`src/sv/tpl_pkg.sv`:
```
`timescale 1ns / 1ps
`default_nettype none
// ----------------------------------------------------------------------------
// tpl_pkg
// Shared widths, codes, types and helper functions of the point locator.
// ----------------------------------------------------------------------------
package tpl_pkg;

  localparam int COORD_FRAC_BITS_DEF = 16;
  localparam int SHAPE_FRAC_BITS_DEF = 30;

  localparam int CRD_W   = 32;   // corner / point coordinate
  localparam int DIFF_W  = 33;   // corner difference, multiplier operand
  localparam int PROD_W  = 66;   // multiplier product
  localparam int CROSS_W = 67;   // cross product component
  localparam int COEF_W  = 64;   // stored coefficient
  localparam int ACC_W   = 100;  // accumulator
  localparam int SHAPE_W = 32;   // shape value
  localparam int FLOOR_W = 31;   // floor tolerance register

  typedef enum logic [1:0] {
    OP_LOAD   = 2'd0,
    OP_SETUP  = 2'd1,
    OP_LOCATE = 2'd2,
    OP_NONE   = 2'd3
  } op_e;

  typedef enum logic [1:0] {
    RES_INSIDE     = 2'd0,
    RES_OUTSIDE    = 2'd1,
    RES_DEGENERATE = 2'd2,
    RES_SETUP_DONE = 2'd3
  } res_e;

  typedef enum logic [3:0] {
    S_IDLE,
    S_BASE,
    S_DIFF,
    S_CROSS,
    S_CDRAIN,
    S_DSTART,
    S_DIV,
    S_OFF,
    S_ODRAIN,
    S_OWRITE,
    S_LMUL,
    S_LDRAIN,
    S_LSTORE,
    S_LCHECK,
    S_EMIT
  } state_e;

  typedef struct packed {
    logic en;   // issue a product
    logic clr;  // first term: start a new sum
    logic neg;  // subtract this term
    logic hi;   // term weighted by 2^32
  } mac_ctl_t;

  // base corner and the u and v edge corners for each shape function
  function automatic logic [1:0] base_of(input logic [1:0] i);
    logic [1:0] r;
    case (i)
      2'd0:    r = 2'd1;
      2'd1:    r = 2'd2;
      2'd2:    r = 2'd3;
      default: r = 2'd0;
    endcase
    return r;
  endfunction

  function automatic logic [1:0] u_of(input logic [1:0] i);
    return (i < 2'd2) ? 2'd3 : 2'd1;
  endfunction

  function automatic logic [1:0] v_of(input logic [1:0] i);
    logic [1:0] r;
    case (i)
      2'd0:    r = 2'd2;
      2'd1:    r = 2'd0;
      2'd2:    r = 2'd0;
      default: r = 2'd2;
    endcase
    return r;
  endfunction

  function automatic logic signed [COEF_W-1:0] sat64(input logic signed [ACC_W:0] v);
    logic signed [COEF_W-1:0] r;
    if ((&v[ACC_W:COEF_W-1]) || !(|v[ACC_W:COEF_W-1])) begin
      r = v[COEF_W-1:0];
    end else begin
      r = v[ACC_W] ? {1'b1, {(COEF_W-1){1'b0}}} : {1'b0, {(COEF_W-1){1'b1}}};
    end
    return r;
  endfunction

  function automatic logic signed [SHAPE_W-1:0] sat32(input logic signed [ACC_W:0] v);
    logic signed [SHAPE_W-1:0] r;
    if ((&v[ACC_W:SHAPE_W-1]) || !(|v[ACC_W:SHAPE_W-1])) begin
      r = v[SHAPE_W-1:0];
    end else begin
      r = v[ACC_W] ? {1'b1, {(SHAPE_W-1){1'b0}}} : {1'b0, {(SHAPE_W-1){1'b1}}};
    end
    return r;
  endfunction

endpackage
`default_nettype wire

```
`src/sv/tpl_mac.sv`:
```
`timescale 1ns / 1ps
`default_nettype none
// ----------------------------------------------------------------------------
// tpl_mac
// Shared 33x33 signed multiplier with registered product and wide accumulator.
// ----------------------------------------------------------------------------
module tpl_mac (
  input  wire logic                                 clk_i,
  input  wire logic                                 rst_ni,
  input  wire tpl_pkg::mac_ctl_t                    ctl_i,
  input  wire logic signed [tpl_pkg::DIFF_W-1:0]    a_i,
  input  wire logic signed [tpl_pkg::DIFF_W-1:0]    b_i,
  output logic signed [tpl_pkg::ACC_W-1:0]          acc_o
);
  localparam int AW = tpl_pkg::ACC_W;
  localparam int PW = tpl_pkg::PROD_W;

  tpl_pkg::mac_ctl_t            ctl_q;
  logic signed [PW-1:0]         prod_q;
  logic signed [AW-1:0]         acc_q;
  logic signed [AW-1:0]         acc_d;
  logic signed [AW-1:0]         ext;
  logic signed [AW-1:0]         term;

  always_comb begin
    ext   = {{(AW-PW){prod_q[PW-1]}}, prod_q};
    term  = ctl_q.hi ? {ext[AW-33:0], 32'b0} : ext;
    acc_d = (ctl_q.clr ? '0 : acc_q) + (ctl_q.neg ? -term : term);
  end

  always_ff @(posedge clk_i or negedge rst_ni) begin
    if (!rst_ni) begin
      ctl_q <= '0;
    end else begin
      ctl_q <= ctl_i;
    end
  end

  always_ff @(posedge clk_i) begin
    prod_q <= a_i * b_i;
    if (ctl_q.en) begin
      acc_q <= acc_d;
    end
  end

  assign acc_o = acc_q;

endmodule
`default_nettype wire

```
`config.mk`:
```
export PLATFORM = sky130hd
export DESIGN_NAME = tpl_mac
export DESIGN_NICKNAME = d
export VERILOG_FILES = /design/src/sv/tpl_pkg.sv /design/src/sv/tpl_mac.sv
export SDC_FILE = /design/constraint.sdc
export NUM_CORES = 2
export LEC_CHECK = 0
export ABC_AREA = 1
export BUFFER_PORTS_ARGS = -buffer_cell sky130_fd_sc_hd__buf_2
export CAP_MARGIN = 10
export CELL_PAD_IN_SITES_DETAIL_PLACEMENT = 0
export CELL_PAD_IN_SITES_GLOBAL_PLACEMENT = 1
export CORE_ASPECT_RATIO = 0.75
export CORE_MARGIN = 2
export CORE_UTILIZATION = 45
export DETAILED_ROUTE_END_ITERATION = 10
export PLACE_DENSITY = 0.86
export SKIP_LAST_GASP = 1
export SLEW_MARGIN = 20
export SYNTH_ARGS = -nofsm -noshare
export SYNTH_HDL_FRONTEND = slang
export SYNTH_SLANG_ARGS = --single-unit
```
`constraint.sdc`:
```
create_clock -name clk_i -period 4 [get_ports clk_i]
set_clock_uncertainty 0.1 [all_clocks]
set_input_delay 0.2 -clock clk_i [delete_from_list [all_inputs] [get_ports clk_i]]
set_output_delay 0.2 -clock clk_i [all_outputs]
set_load 0.01 [all_outputs]
```
==> flow_summary.json <==
{
  "path_clk_slew_ps": 90,
  "first_iter_violations": 6878,
  "grt_pass1_vias": 62236,
  "fillCellCount": 10928,
  "synth-adder-area-share_pct": 45.1,
  "synthesis.area_mm2": 0.0597,
  "worst_setup_path_start_kind": "input pin",
  "quantity_of_i_o_buffers_inserted_on_ports": 171,
  "fin_area_mm2": 0.0857,
  "timing.final.max_slew_violations": 0,
  "post_synth_inst_count": 8449,
  "share_of_the_synthesized_area_in_compound_gates_ao_oa_aoi_oai_pct": 4.61,
  "postPlaceCellArea_mm2": 0.0745,
  "groute.usage.overall_pct": 36.2,
  "post-synth-top-area-cell": "sky130_fd_sc_hd__fa_1",
  "timing.max_cap.violations": 0,
  "finalHoldViolations": 0,
  "boundaryPins": 172,
  "critPathMostFrequentCell": "sky130_fd_sc_hd__fa_1",
  "synthFlopType": "sky130_fd_sc_hd__edfxtp_1",
  "post-route-drc-count": 0,
  "async_flop_share_pct": 2.35,
  "critPathMaxStageDelay_ps": 570,
  "cts.sinks": 170,
  "rr_endpoint": "acc_o[67]",
  "floorplan_die_area_mm2": 0.136,
  "slew_margin_rel_pct": 50.8,
  "rsz0062_at_grt": "yes",
  "sum_of_buffers_and_inverters_on_the_critical_path": 14,
  "run_status": "finished, violations left",
  "tritoncts": "built",
  "num_vias": 60933,
  "reg2reg_setup_slack_ps": -680,
  "actual_transition_at_the_worst_max_transition_pin_ps": 738,
  "min_from": "a_i[0]",
  "achievable-frequency_mhz": 156,
  "fin_crit_sh_pct": 160,
  "initial_antenna_violation_count": 1,
  "fin_ws_ps": -2420,
  "postRouteAntennaNets": 0,
  "layout-drive-gt1-share_pct": 33.8,
  "clock_tree.root_cell": "sky130_fd_sc_hd__clkbuf_16",
  "netlist-cell-type-count": 50,
  "r2r_depth": 24,
  "core_region_area_mm2": 0.131,
  "placementRows": 115,
  "worstSetupStartpoint": "b_i[0]",
  "path_category_of_the_worst_min_delay_check": "in2reg",
  "syn_avg_cell_area_um2": 7.06,
  "cp-endpoint": "prod_q[57]",
  "drt_first_pass_iters": 7,
  "minimum_period_implied_by_the_final_worst_setup_slack_ps": 6420,
  "skew_pair_late_insertion_delay_ps": 520,
  "synthToLayoutAreaGrowth_pct": 43.5,
  "vias_per_inst": 5.16,
  "setup.worst_path.class": "in2reg",
  "path_depth": 32,
  "cts_made_buffers": 17,
  "synthTopCellsByArea": "sky130_fd_sc_hd__fa_1, sky130_fd_sc_hd__nand2_1, sky130_fd_sc_hd__inv_1",
  "grt_start_max_net_pins": 101,
  "worst_ep_required_time_ps": 4300,
  "max-clock-path-buffers": 2,
  "nNetsFinal": 11581,
  "gp_congestion": 1.04,
  "critical_path.top_delay_family": "adder cells",
  "cp_slowest_cell": "sky130_fd_sc_hd__fa_1",
  "wirelength_um": 245000,
  "violations_in_the_final_reports": "setup timing",
  "grt_overflow": 0,
  "cp_data_arrival_time_ps": 6720,
  "die_h_um": 319,
  "dp_hpwl_um": 200000,
  "post_synth_mux_area_share_pct": 0,
  "ys_ff_latch": 170,
  "most-common-layout-cells": "sky130_fd_sc_hd__inv_1, sky130_fd_sc_hd__nand2_1, sky130_fd_sc_hd__buf_4",
  "die_x_um": 425,
  "layout_commonest_cell": "sky130_fd_sc_hd__inv_1",
  "initial_core_util_pct": 45.4,
  "grt_first_pass_wirelength_um": 373000,
  "timing.critical_path.fanout_max": 6,
  "sequential_area_share_after_synthesis_pct": 7.41,
  "main_combinational_cell_family_by_area_after_synthesis": "adder cells",
  "route.detailed.wl_per_inst_um": 20.8,
  "synth_edf_count": 100,
  "rr_startpoint": "ctl_q[0]",
  "post_synth_xor_area_fraction_pct": 2.95,
  "yosysTopAreaCellShare_pct": 38.4,
  "count_of_final_setup_violators": 142,
  "synth_warnings": 0,
  "synth_simple_gate_area_share_pct": 23.1,
  "synth.net_count": 9984,
  "end_kind": "flop",
  "htree_num_levels": 4
}
[through the flow]
| stage | hold slack, ps | setup WS [ps] | TNS (ps) | util (%) | cells |
|---|---|---|---|---|---|
| 2_1_floorplan | -196 | -2570 | -112510 | - | 8449 |
| 3_3_place_gp | -95.2 | -3420 | -205930 | 56.7 | 11486 |
| 3_5_place_dp | -90.8 | -3410 | -209220 | 56.7 | 11486 |
| 4_1_cts | 175 | -2350 | -135450 | 63.9 | 11754 |
| 5_1_grt | 200 | -2540 | -177720 | 65.2 | 11815 |
| 6_report | 207 | -2420 | -151690 | 65.2 | 11815 |
[how the worst min path moves through the flow]
stage	cells past startpoint	slack (ps)	end
floorplan	0	-200	ctl_q[0]
global placement	1	-100	ctl_q[3]
detailed placement	1	-90	ctl_q[3]
CTS	4	170	prod_q[0]
global route	2	200	ctl_q[3]
finish	4	210	prod_q[0]
[worst register-to-register path, delay by kind of cell (launching register included)]
| family | cells | cell delay, ps |
|---|---|---|
| xor+xnor | 2 | 480 |
| simple gates | 10 | 1470 |
| flops | 1 | 450 |
| fa+ha+maj | 1 | 300 |
| buf+inv | 8 | 1060 |
| compound gates | 3 | 570 |
[synthesized netlist by cell type (12+ instances only)]
cell type                  instances
sky130_fd_sc_hd__nand3_1         194
sky130_fd_sc_hd__a21oi_1         249
sky130_fd_sc_hd__nor3_1           53
sky130_fd_sc_hd__nand2_2          27
sky130_fd_sc_hd__nand4_1          70
sky130_fd_sc_hd__inv_1          2346
sky130_fd_sc_hd__fa_1           1146
sky130_fd_sc_hd__buf_6            12
sky130_fd_sc_hd__o21ai_1          27
sky130_fd_sc_hd__xnor2_1          61
sky130_fd_sc_hd__ha_1            317
sky130_fd_sc_hd__edfxtp_1        100
sky130_fd_sc_hd__o21bai_1         33
sky130_fd_sc_hd__nand2_1        2400
sky130_fd_sc_hd__a21o_1           13
sky130_fd_sc_hd__xor2_1          140
sky130_fd_sc_hd__nand3b_1         17
sky130_fd_sc_hd__o21ai_0         156
sky130_fd_sc_hd__clkbuf_1        277
sky130_fd_sc_hd__nor2_1          631
sky130_fd_sc_hd__dfxtp_1          66
sky130_fd_sc_hd__nor2_2           22
[cell type report]
class / count / area (um2) / share of cell area, %
Timing Repair Buffer: 1879 / 16600 / 19.4
Timing Repair inverter: 3 / 43.8 / 0.0511
Sequential cell: 170 / 4430 / 5.18
Inverter: 2352 / 8900 / 10.4
Clock inverter: 8 / 73.8 / 0.0862
Antenna cell: 1 / 2.50 / 0.00292
Tap cell: 1755 / 2200 / 2.56
Clock buffer: 24 / 504 / 0.589
Multi-Input combinational cell: 5623 / 52900 / 61.8
[registers in the layout (all words and copies together) (netlist names)]
signal,count
acc_o,100
ctl_q,4
prod_q,66
[logic make-up after synthesis]
kind of cell / after synthesis
adder cells (fa/ha/maj): 1463
XOR/XNOR: 201
AO/OA/AOI/OAI: 509
AND/OR/NAND/NOR: 3450
buffers and inverters: 2656
flip-flops: 170
[timing repair]
item | 4_1_cts | 5_1_grt
buffers inserted | 222 | 62
hold buffers | 6 | 0
cloned | 16 | 6
pin swaps | 591 | 209
endpoints found under the setup margin | 142 | 146
endpoints found under the hold margin | 8 | 0
resized for setup | 1723 | 347
[per-layer routing]
layer / vias up / global-route usage, % / part of all wire (%)
met5: - / 0 / 0
met1: 30041 / 55.7 / 45
met3: 295 / 9.99 / 13
met4: 0 / 5.35 / 1.7
met2: 3115 / 50.9 / 41
li1: 27482 / - / -
Power is not shown: default switching activity piles up to over one toggle a cycle in this logic, so the estimate is an artifact.
