--- src/sv/tpl_pkg.sv ---
`timescale 1ns / 1ps
`default_nettype none
// ----------------------------------------------------------------------------
// tpl_pkg
// Shared widths, codes, types and helper functions of the point locator.
// ----------------------------------------------------------------------------
package tpl_pkg;

  localparam int COORD_FRAC_BITS_DEF = 16;
  localparam int SHAPE_FRAC_BITS_DEF = 30;

  localparam int CRD_W   = 32;   // corner / point coordinate
  localparam int DIFF_W  = 33;   // corner difference, multiplier operand
  localparam int PROD_W  = 66;   // multiplier product
  localparam int CROSS_W = 67;   // cross product component
  localparam int COEF_W  = 64;   // stored coefficient
  localparam int ACC_W   = 100;  // accumulator
  localparam int SHAPE_W = 32;   // shape value
  localparam int FLOOR_W = 31;   // floor tolerance register

  typedef enum logic [1:0] {
    OP_LOAD   = 2'd0,
    OP_SETUP  = 2'd1,
    OP_LOCATE = 2'd2,
    OP_NONE   = 2'd3
  } op_e;

  typedef enum logic [1:0] {
    RES_INSIDE     = 2'd0,
    RES_OUTSIDE    = 2'd1,
    RES_DEGENERATE = 2'd2,
    RES_SETUP_DONE = 2'd3
  } res_e;

  typedef enum logic [3:0] {
    S_IDLE,
    S_BASE,
    S_DIFF,
    S_CROSS,
    S_CDRAIN,
    S_DSTART,
    S_DIV,
    S_OFF,
    S_ODRAIN,
    S_OWRITE,
    S_LMUL,
    S_LDRAIN,
    S_LSTORE,
    S_LCHECK,
    S_EMIT
  } state_e;

  typedef struct packed {
    logic en;   // issue a product
    logic clr;  // first term: start a new sum
    logic neg;  // subtract this term
    logic hi;   // term weighted by 2^32
  } mac_ctl_t;

  // base corner and the u and v edge corners for each shape function
  function automatic logic [1:0] base_of(input logic [1:0] i);
    logic [1:0] r;
    case (i)
      2'd0:    r = 2'd1;
      2'd1:    r = 2'd2;
      2'd2:    r = 2'd3;
      default: r = 2'd0;
    endcase
    return r;
  endfunction

  function automatic logic [1:0] u_of(input logic [1:0] i);
    return (i < 2'd2) ? 2'd3 : 2'd1;
  endfunction

  function automatic logic [1:0] v_of(input logic [1:0] i);
    logic [1:0] r;
    case (i)
      2'd0:    r = 2'd2;
      2'd1:    r = 2'd0;
      2'd2:    r = 2'd0;
      default: r = 2'd2;
    endcase
    return r;
  endfunction

  function automatic logic signed [COEF_W-1:0] sat64(input logic signed [ACC_W:0] v);
    logic signed [COEF_W-1:0] r;
    if ((&v[ACC_W:COEF_W-1]) || !(|v[ACC_W:COEF_W-1])) begin
      r = v[COEF_W-1:0];
    end else begin
      r = v[ACC_W] ? {1'b1, {(COEF_W-1){1'b0}}} : {1'b0, {(COEF_W-1){1'b1}}};
    end
    return r;
  endfunction

  function automatic logic signed [SHAPE_W-1:0] sat32(input logic signed [ACC_W:0] v);
    logic signed [SHAPE_W-1:0] r;
    if ((&v[ACC_W:SHAPE_W-1]) || !(|v[ACC_W:SHAPE_W-1])) begin
      r = v[SHAPE_W-1:0];
    end else begin
      r = v[ACC_W] ? {1'b1, {(SHAPE_W-1){1'b0}}} : {1'b0, {(SHAPE_W-1){1'b1}}};
    end
    return r;
  endfunction

endpackage
`default_nettype wire

--- src/sv/tpl_div.sv ---
`timescale 1ns / 1ps
`default_nettype none
// ----------------------------------------------------------------------------
// tpl_div
// Restoring divider, one quotient bit a cycle; signed numerator scaled by
// 2^SHAPE_FRAC_BITS, truncated toward zero, saturated to 64 bits.
// ----------------------------------------------------------------------------
module tpl_div #(
  parameter int COORD_FRAC_BITS = tpl_pkg::COORD_FRAC_BITS_DEF,
  parameter int SHAPE_FRAC_BITS = tpl_pkg::SHAPE_FRAC_BITS_DEF
) (
  input  wire logic                                  clk_i,
  input  wire logic                                  rst_ni,
  input  wire logic                                  start_i,
  input  wire logic signed [tpl_pkg::CROSS_W-1:0]    num_i,
  input  wire logic [35+COORD_FRAC_BITS-1:0]         den_i,
  output logic                                       done_o,
  output logic signed [tpl_pkg::COEF_W-1:0]          quot_o
);
  localparam int DEN_W = 35 + COORD_FRAC_BITS;
  localparam int NW    = tpl_pkg::CROSS_W;
  localparam int QW    = NW + SHAPE_FRAC_BITS;
  localparam int CW    = $clog2(QW + 1);
  localparam int KW    = tpl_pkg::COEF_W;

  logic              busy_q;
  logic              done_q;
  logic [CW-1:0]     cnt_q;
  logic              neg_q;
  logic [QW-1:0]     dvd_q;
  logic [QW-1:0]     quo_q;
  logic [DEN_W-1:0]  rem_q;
  logic [DEN_W:0]    rem_sh;
  logic              fits;
  logic [NW-1:0]     mag;

  always_comb begin
    mag    = num_i[NW-1] ? NW'(-num_i) : NW'(num_i);
    rem_sh = {rem_q, dvd_q[QW-1]};
    fits   = rem_sh >= {1'b0, den_i};
  end

  always_ff @(posedge clk_i or negedge rst_ni) begin
    if (!rst_ni) begin
      busy_q <= 1'b0;
      done_q <= 1'b0;
      cnt_q  <= '0;
    end else begin
      done_q <= 1'b0;
      if (start_i) begin
        busy_q <= 1'b1;
        cnt_q  <= CW'(QW);
      end else if (busy_q) begin
        cnt_q <= cnt_q - 1'b1;
        if (cnt_q == CW'(1)) begin
          busy_q <= 1'b0;
          done_q <= 1'b1;
        end
      end
    end
  end

  always_ff @(posedge clk_i) begin
    if (start_i) begin
      neg_q <= num_i[NW-1];
      dvd_q <= {mag, {SHAPE_FRAC_BITS{1'b0}}};
      quo_q <= '0;
      rem_q <= '0;
    end else if (busy_q) begin
      dvd_q <= {dvd_q[QW-2:0], 1'b0};
      quo_q <= {quo_q[QW-2:0], fits};
      rem_q <= fits ? DEN_W'(rem_sh - {1'b0, den_i}) : rem_sh[DEN_W-1:0];
    end
  end

  always_comb begin
    if (|quo_q[QW-1:KW-1]) begin
      quot_o = neg_q ? {1'b1, {(KW-1){1'b0}}} : {1'b0, {(KW-1){1'b1}}};
    end else begin
      quot_o = neg_q ? -$signed(quo_q[KW-1:0]) : $signed(quo_q[KW-1:0]);
    end
  end

  assign done_o = done_q;

endmodule
`default_nettype wire

--- config.mk ---
export PLATFORM = sky130hd
export DESIGN_NAME = tpl_div
export DESIGN_NICKNAME = d
export VERILOG_FILES = /design/src/sv/tpl_pkg.sv /design/src/sv/tpl_div.sv
export SDC_FILE = /design/constraint.sdc
export NUM_CORES = 1
export LEC_CHECK = 0
export BUFFER_PORTS_ARGS = -buffer_cell sky130_fd_sc_hd__buf_2
export CORE_ASPECT_RATIO = 0.8
export CORE_MARGIN = 2
export CORE_UTILIZATION = 45
export CTS_BUF_LIST = sky130_fd_sc_hd__clkbuf_8
export CTS_CLUSTER_SIZE = 25
export DETAILED_ROUTE_END_ITERATION = 10
export PLACE_DENSITY = 0.73
export SLEW_MARGIN = 0
export SYNTH_ARGS = -nofsm -noshare
export SYNTH_HDL_FRONTEND = slang
export SYNTH_SLANG_ARGS = --single-unit
--- constraint.sdc ---
create_clock -name clk_i -period 5.1 [get_ports clk_i]
set_clock_uncertainty 0.05 [all_clocks]
set_input_delay 1.53 -clock clk_i [delete_from_list [all_inputs] [get_ports clk_i]]
set_output_delay 1.53 -clock clk_i [all_outputs]
set_load 0.05 [all_outputs]
==> results.cfg, run 1 <==
[power_and_ir_drop]
p_sw_mw = 1.462
pwr-share-seq = 0.427
internal-power_mw = 3.226
power_leakage_nw = 8.574
swShare = 0.3118
vdd_drop_max_uv = 174.4
power_frac_clock = 0.357
pwr-share-comb = 0.216
power.density_nw_per_um2 = 255.4

[yosys]
synth_area_per_cell_um2 = 8.215
synth_area_leaders = dfxtp_1, edfxtp_1, mux2i_1
seq_area_frac_synth = 0.3365
yosysTopAreaCellShare = 0.1906
synth_area_um2 = 15540
synth_edf_count = 68
synth_nets = 2069
synth_flop_cell = dfxtp_1
postSynth.asyncResetShare = 0.04000
ys_types = 65
yosysTopAreaCell = dfxtp_1
synth-seq-cells = 225
syn_inst = 1892
yosysWarnings = 0

[floorplanning]
die_y_um = 170.2
die-width_um = 211.8
start_util = 0.4591
core_area_um2 = 33860
die_area_um2 = 36050
pin_count = 186
row_count = 60

[sta]
tightest_slew_ns = 0.9277
final_hold_viol_count = 0
final-setup-viol-count = 11
finalCriticalPeriod_ns = 5.372
timing.final.crit_share = 1.053
fmax_ghz = 0.1862
drv_slew = 0
layout_setup_ws_ns = -0.2719
max_slew_margin = 0.3793
rsz0062_at_grt = true

[clock_tree]
cts.sinks = 225
clk_latency_ns = 0.56
numCtsBuffers = 42
cts_buffer_depth = 3
htreeDepth = 2
clk_pin_slew_worst_paths_ns = 0.06
cts_tree = yes
root_buffer = clkbuf_8

[detailed_routing]
wl_per_cell_um = 16.24
firstDrtPassIters = 5
drc = 0
drt_iter0_markers = 1229
ant_nets = 0
viasPerCell = 5.775
finalWirelength_mm = 41.47
vias = 14740

[cells_and_area]
design_area_um2 = 18350
syn2layout_area_growth_pct = 18.06
post-route-util = 0.5420
fill_cells = 3132
final_common_cell = nor2_1
drive_above_1_share = 0.1835
final_cell_mix = nor2_1, buf_2, dfxtp_1
fin_nets = 2234
final_cells = 2553

[placed_design]
dp.cells = 2469
port_buffers = 185
gp_congestion = 0.9061
hpwlAfterDp_mm = 28.50
placed_area_um2 = 17100

[flow_run]
max_cap_viol_count = 0

[worst_setup_path]
crit_chain = or4_4, nand3b_1, or4_4, or4b_4, or3_4, or2_4, o21ai_2, nand2_2, o311ai_4, buf_6
crit_path_frequent_cell = or4_4
reg2reg_to = rem_q[0]$_SDFFE_PP0P_
crit_buf_inv = 1
startpoint = quo_q[29]$_SDFFE_PP0P_
worst_setup_path_end_kind = output pin
crit_slowest_cell = or4b_4
critPathMaxStageDelay_ns = 0.57
cp.arrival_ns = 3.79
critical_path_required_ns = 3.52
critical-path-top-delay-family = simple AND/OR/NAND/NOR gates
worstSetupStartpointType = register
reg2reg_from = dvd_q[96]$_DFFE_PP_
reg2reg_slack_ns = 1.31
crit_fanout = 5
reg2regPathDepth = 13
crit_type = register to output pin

[global_route]
grt_max_degree = 173
gr-total-overflow = 0
grt_use_total = 0.2248
grt_pass1_vias = 13460
grt_antenna_before_repair = 3
grt_pass1_wl_mm = 67.32

[hold_path]
min-delay-start = rem_q[7]$_SDFFE_PP0P_
min_to = rem_q[7]$_SDFFE_PP0P_
holdCritPathClass = register to register
worstHoldPathCells = 2

[run_status]
status = finished, violations left
violations = negative setup slack
layer usage:
layer	part of all wire	track usage	vias up
met2	0.44	0.3450	516
met4	0.020	0.06032	4
li1	-	-	7236
met3	0.076	0.04337	71
met1	0.47	0.3221	6917
met5	0.00065	0	-
worst reg2reg max path: stages, from the launching register on:
cell and delay (ns):
edfxtp_1 0.32, inv_1 0.07, ha_1 0.21, fa_1 0.40
nand2b_1 0.17, a21oi_1 0.25, o211ai_1 0.17, a2111oi_0 0.57
nor3_1 0.23, a31oi_1 0.27, a21bo_2 0.24, buf_12 0.16
mux2_2 0.34, a211oi_1 0.23
power groups by stage:
stage / registers, mW / clock network [mW] / logic (mW)
CTS: 2.00 / 1.74 / 0.979
global placement: 2.03 / 0 / 0.935
detailed placement: 2.04 / 0 / 0.953
global route: 2.01 / 1.82 / 1.11
finish: 2.00 / 1.67 / 1.01
floorplan: 2.02 / 0 / 0.690
through the flow:
step / hold WS [ns] / setup WS [ns] / TNS, ns / power [mW]
3_3_place_gp: 0.4232 / -0.005672 / -0.005672 / 2.970
5_1_grt: 0.4837 / -0.3717 / -3.701 / 4.939
3_5_place_dp: 0.4452 / -0.02134 / -0.02134 / 2.990
2_1_floorplan: 0.4108 / -0.01658 / -0.01658 / 2.714
4_1_cts: 0.4528 / -0.2238 / -1.526 / 4.715
6_report: 0.4537 / -0.2719 / -1.899 / 4.688
cells in the mapped netlist, drive strengths merged (6+ instances only):
cell type / instances
nor3: 32
a211o: 8
a21oi: 145
a221o: 25
xor2: 80
and4: 6
nand2b: 18
nor3b: 8
o41ai: 17
a211oi: 51
nor4: 25
buf: 14
or2: 11
edfxtp: 68
inv: 81
or3: 34
o211ai: 8
a31oi: 12
nand4: 18
clkbuf: 116
nor2: 290
mux2i: 137
a21o: 34
o21bai: 9
dfrtp: 9
o311ai: 28
and2: 17
nor2b: 9
a311oi: 6
or4: 23
o31ai: 33
nand3: 20
dfxtp: 148
nand2: 120
xnor2: 38
o21ai: 81
ha: 55
and3: 9
registers in the layout (all words and copies together) (netlist names):
name	flops
rem_q	51
cnt_q	7
busy_q	1
dvd_q	67
done_o	1
neg_q	1
quo_q	97
how the worst max path moves through the flow:
stage	end	slack, ns	cells past startpoint
5_1_grt	quot_o[55]	-0.37	10
3_5_place_dp	dvd_q[92]$_DFFE_PP_	-0.02	10
4_1_cts	quot_o[55]	-0.22	10
6_report	quot_o[61]	-0.27	10
3_3_place_gp	dvd_q[84]$_DFFE_PP_	-0.006	10
2_1_floorplan	quot_o[61]	-0.02	11
logic make-up after synthesis:
| logic type | count (synthesis) | synth area share |
|---|---|---|
| and+or+nand+nor | 652 | 0.1987 |
| AOI/OAI and AO/OA | 490 | 0.2108 |
| DFF | 225 | 0.3365 |
| buffers and inverters | 211 | 0.05128 |
| muxes | 140 | 0.09064 |
| xor gates and xnor gates | 118 | 0.06649 |
| adders and majority gates | 56 | 0.04556 |
final cells by class:
| type | instances | area [um2] | share of cell area |
|---|---|---|---|
| clock inverters | 25 | 108.9 | 0.005932 |
| repair buffers | 251 | 1588 | 0.08653 |
| inverters | 81 | 304.0 | 0.01657 |
| flip-flops and latches | 225 | 5239 | 0.2855 |
| multi-input cells | 1456 | 9852 | 0.5369 |
| clock buffers | 49 | 674.4 | 0.03675 |
| well taps | 465 | 581.8 | 0.03171 |
| diodes | 1 | 2.502 | 0.0001364 |
what timing repair did:
item                                    4_1_cts  5_1_grt
gates cloned                                  0        0
gates resized for setup                      59       49
setup buffers                                 3        6
endpoints found under the setup margin       22       27
hold buffers                                  0        0
pin swaps                                     6       12
(Power assumes the default switching activity.)
==> inputs of run 2 (changes only) <==
CORE_ASPECT_RATIO = 2   (was 0.8)
CORE_MARGIN = default   (was 2)
clock period = 6 ns   (was 5.1 ns; I/O delays follow)
==> results.cfg, run 2 (same netlist as run 1, synthesis figures left out) <==
[run_status]
status = finished clean

[global_route]
grt_antenna_before_repair = 3
grt_util_met3 = 0.03710
grt_pass1_vias = 14880
grtUsageMet1 = 0.2442
grt-busiest-layer = met2
grt_pass1_wl_mm = 72.43
grtUsageMet2 = 0.4785
gr-total-overflow = 0
grt_use_total = 0.2532
grt_max_degree = 112

[detailed_routing]
drc = 0
finalWirelength_mm = 44.80
drt_iter0_markers = 659
firstDrtPassIters = 6
wl_per_cell_um = 18.06
vias = 14710
viasPerCell = 5.930
ant_nets = 0

[placed_design]
gp_congestion = 0.9880
hpwlAfterDp_mm = 32.76
place_ws_ns = 0.3257
port_buffers = 185

[sta]
drv_slew = 0
fmax_ghz = 0.1711
tightest_slew_ns = 1.148
final-setup-viol-count = 0
setup-tns-final_ns = 0
final_hold_viol_count = 0
finalCriticalPeriod_ns = 5.845
max_slew_margin = 0.2250
layout_setup_ws_ns = 0.1551
rsz0062_at_grt = false
timing.final.crit_share = 0.9741

[power_and_ir_drop]
p_sw_mw = 1.240
power_leakage_nw = 8.307
power.density_nw_per_um2 = 227.7
swShare = 0.3086
pwr-share-comb = 0.204
internal-power_mw = 2.778
vdd_drop_max_uv = 214.9
power_frac_clock = 0.372
pwr-share-seq = 0.424

[floorplanning]
die_area_um2 = 35330
pin_count = 186
die-width_um = 133.4
core_area_um2 = 33760
die_y_um = 264.8
row_count = 95
start_util = 0.4605

[worst_setup_path]
critical_path_required_ns = 4.15
reg2reg_from = dvd_q[96]$_DFFE_PP_
critPathMaxStageDelay_ns = 0.58
crit_buf_inv = 1
cp.arrival_ns = 3.99
crit_chain = or4_4, nand3b_1, or4_4, or4b_4, or3_4, or2_4, o21ai_0, nand2_1, o311ai_0, buf_4
critical-path-top-delay-family = simple AND/OR/NAND/NOR gates
worst_setup_path_end_kind = output pin
crit_path_frequent_cell = or4_4
crit_fanout = 8
startpoint = quo_q[30]$_SDFFE_PP0P_
crit_type = register to output pin
crit_slowest_cell = or4_4
worstSetupStartpointType = register

[clock_tree]
cts_tree = yes
numCtsBuffers = 38
cts.sinks = 225
cts_buffer_depth = 3
clk_pin_slew_worst_paths_ns = 0.07
htreeDepth = 2
post_cts.repair.setup_buffers = 0
ctsHoldBuffers = 0
clk_latency_ns = 0.58
root_buffer = clkbuf_8

[cells_and_area]
final_common_cell = nor2_1
fin_nets = 2191
reg_top3 = quo_q: 97 flops, dvd_q: 67 flops, rem_q: 51 flops
drive_above_1_share = 0.1514
largest_register_ff_count = 97
syn2layout_area_growth_pct = 13.52
top_register = quo_q
final_cell_mix = nor2_1, buf_2, dfxtp_1

[hold_path]
min-delay-start = quo_q[94]$_SDFFE_PP0P_
holdCritPathClass = register to register

[flow_run]
max_cap_viol_count = 0
-- run 2: final cells by class --
cell class / count / area [um2]
clock buffers: 45 / 619.3
repair buffers: 212 / 1150
clock inverters: 22 / 181.4
diodes: 3 / 7.507
well taps: 436 / 545.5
flip-flops and latches: 225 / 5235
multi-input cells: 1456 / 9602
fillers: 3247 / 16110
inverters: 81 / 304.0
-- run 2: worst paths after layout --
kind / endpoint / slack, ns / depth (start not counted)
worst min-delay path: quo_q[95]$_SDFFE_PP0P_ / 0.45 / 2
worst min register to register: quo_q[95]$_SDFFE_PP0P_ / 0.45 / 2
worst max-delay path: quot_o[57] / 0.16 / 10
min in group asynchronous: busy_q$_DFF_PN0_ / 1.03 / 1
max in group asynchronous: busy_q$_DFF_PN0_ / 4.67 / 1
worst max register to register: rem_q[47]$_SDFFE_PP0P_ / 2.08 / 11
-- run 2: timing repair --
item / CTS / global route
gates cloned: 0 / 0
setup endpoints to repair: 8 / 9
hold endpoints to repair: 0 / 0
gates resized for setup: 12 / 13
-- run 2: routing by layer --
metal | routed length (um) | vias to the layer above | share of wire
met5 | 0 | - | 0
met4 | 3439 | 0 | 0.077
met3 | 1902 | 186 | 0.042
met2 | 23570 | 420 | 0.53
met1 | 15890 | 6970 | 0.35
li1 | - | 7131 | -
-- run 2: per-stage QoR --
step	instances	util	power (mW)	cell area (um2)	hold WS [ns]
after global placement	2410	0.4960	2.526	16740	0.4258
after global routing	2480	0.5227	4.207	17640	0.4781
after detailed placement	2410	0.4960	2.541	16740	0.4470
final	2480	0.5227	4.017	17640	0.4507
after CTS	2477	0.5212	4.057	17590	0.4579
after floorplan	1892	-	2.305	15540	0.4108
-- run 2: worst register-to-register path: cells and delay by family, from the launching register on --
| kind | cells | cell delay, ns |
|---|---|---|
| simple gates | 1 | 0.19 |
| buf+inv | 2 | 0.26 |
| compound gates | 6 | 2.46 |
| flops | 1 | 0.41 |
| fa+ha+maj | 1 | 0.21 |
| xor+xnor | 1 | 0.23 |
-- run 2: power by group through the flow --
| stage | combinational (mW) | sequential (mW) | clock [mW] |
|---|---|---|---|
| 2_1_floorplan | 0.585 | 1.72 | 0 |
| 3_3_place_gp | 0.793 | 1.73 | 0 |
| 3_5_place_dp | 0.806 | 1.74 | 0 |
| 4_1_cts | 0.814 | 1.70 | 1.54 |
| 5_1_grt | 0.899 | 1.71 | 1.60 |
| 6_report | 0.820 | 1.70 | 1.49 |
==> inputs of run 3 (changes only) <==
CELL_PAD_IN_SITES_DETAIL_PLACEMENT = 1   (was default)
CELL_PAD_IN_SITES_GLOBAL_PLACEMENT = 2   (was default)
CORE_UTILIZATION = 37   (was 45)
PLACE_DENSITY = 0.93   (was 0.73)
==> results.cfg, run 3 (same netlist as run 1, synthesis figures left out) <==
[floorplanning]
die_area_um2 = 42880
pin_count = 186
row_count = 105
start_util = 0.3768
die_y_um = 291.9
die-width_um = 146.9
core_area_um2 = 41250

[global_route]
grt_pass1_wl_mm = 83.10
grt_max_degree = 100
grt_use_total = 0.2406
gr-total-overflow = 0
grt_pass1_vias = 16220
grt_antenna_before_repair = 2

[sta]
setup-tns-final_ns = 0
final_hold_viol_count = 0
fmax_ghz = 0.1699
timing.final.crit_share = 0.9812
final-setup-viol-count = 0
tightest_slew_ns = 1.247
finalCriticalPeriod_ns = 5.887
drv_slew = 0
max_slew_margin = 0.1581

[worst_setup_path]
critical_path_required_ns = 4.15
crit_fanout = 10
crit_type = register to output pin
worstSetupStartpointType = register
cp.arrival_ns = 4.04
worst_setup_path_end_kind = output pin

[cells_and_area]
drive_above_1_share = 0.1518
final_cell_mix = nor2_1, buf_2, dfxtp_1
final_common_cell = nor2_1
syn2layout_area_growth_pct = 14.88
top_register = quo_q
fin_nets = 2195
fill_cells = 5017
post-route-util = 0.4328
reg_top3 = quo_q: 97 flops, dvd_q: 67 flops, rem_q: 51 flops
largest_register_ff_count = 97

[power_and_ir_drop]
power.density_nw_per_um2 = 227.5
p_sw_mw = 1.301
pwr-share-comb = 0.211
pwr-share-seq = 0.419
vdd_drop_max_uv = 176.4
power_frac_clock = 0.370
swShare = 0.3203
internal-power_mw = 2.761
power_leakage_nw = 8.354

[clock_tree]
clk_pin_slew_worst_paths_ns = 0.07
ctsHoldBuffers = 0
cts.sinks = 225
cts_buffer_depth = 3
clk_latency_ns = 0.58
htreeDepth = 2
root_buffer = clkbuf_8
numCtsBuffers = 39
cts_tree = yes

[placed_design]
gp_congestion = 0.9410
port_buffers = 185
hpwlAfterDp_mm = 38.05

[run_status]
status = finished clean

[detailed_routing]
viasPerCell = 5.794
wl_per_cell_um = 20.03
ant_nets = 0
vias = 14980
drt_iter0_markers = 484
firstDrtPassIters = 4
finalWirelength_mm = 51.81
drc = 0

[flow_run]
max_cap_viol_count = 0

[hold_path]
holdCritPathClass = register to register
[run 3: power by group through the flow]
stage | Combinational, mW | Sequential, mW | Clock, mW
floorplan | 0.585 | 1.72 | 0
global placement | 0.820 | 1.73 | 0
CTS | 0.856 | 1.70 | 1.56
detailed placement | 0.846 | 1.74 | 0
finish | 0.856 | 1.70 | 1.50
global route | 0.936 | 1.71 | 1.61
[run 3: metrics by stage]
step	std cells	hold slack (ns)	worst slack [ns]	power (mW)	instance area, um2
2_1_floorplan	1892	0.4108	0.4381	2.305	15540
3_3_place_gp	2511	0.4225	0.2959	2.553	16930
3_5_place_dp	2511	0.4448	0.2675	2.581	16930
4_1_cts	2583	0.4596	0.01138	4.115	17790
5_1_grt	2586	0.4829	-0.005557	4.255	17860
6_report	2586	0.4572	0.1126	4.062	17860
[run 3: worst paths after layout]
| kind | start | endpoint | slack, ns | cells past startpoint |
|---|---|---|---|---|
| min | rem_q[7]$_SDFFE_PP0P_ | rem_q[7]$_SDFFE_PP0P_ | 0.46 | 2 |
| min reg2reg | rem_q[7]$_SDFFE_PP0P_ | rem_q[7]$_SDFFE_PP0P_ | 0.46 | 2 |
| max | quo_q[29]$_SDFFE_PP0P_ | quot_o[55] | 0.11 | 10 |
| min in group asynchronous | rst_ni | done_o$_DFF_PN0_ | 1.02 | 1 |
| max in group asynchronous | rst_ni | busy_q$_DFF_PN0_ | 4.67 | 1 |
| max reg2reg | dvd_q[96]$_DFFE_PP_ | rem_q[43]$_SDFFE_PP0P_ | 1.82 | 13 |
[run 3: what timing repair did]
item                                    4_1_cts  5_1_grt
gates resized for setup                      14       15
endpoints found under the setup margin       12       13
buffers inserted                              0        1
[run 3: cell type report]
| cell class | count | area, um2 | share of cell area |
|---|---|---|---|
| well taps | 535 | 669.4 | 0.03749 |
| repair buffers | 215 | 1230 | 0.06888 |
| flip-flops and latches | 225 | 5235 | 0.2932 |
| diodes | 2 | 5.005 | 0.0002803 |
| inverters | 81 | 304.0 | 0.01703 |
| clock buffers | 46 | 633.1 | 0.03546 |
| multi-input cells | 1456 | 9610 | 0.5382 |
| clock inverters | 26 | 168.9 | 0.009460 |
[run 3: critical path, cell delays in order, from the launching register on]
cell,delay [ns]
dfxtp_2,0.38
or4_4,0.59
nand3b_1,0.23
or4_4,0.44
or4b_4,0.52
or3_4,0.38
or2_4,0.27
o21ai_1,0.12
nand2_1,0.07
o311ai_1,0.16
buf_4,0.30
[run 3: metal layers]
layer  share of wire  GRT usage  up-vias
li1                -          -     7128
met1            0.35     0.2222     7352
met2            0.55     0.4781      331
met3           0.031    0.02922      172
met4           0.071     0.1634        0
met5               0          0        -
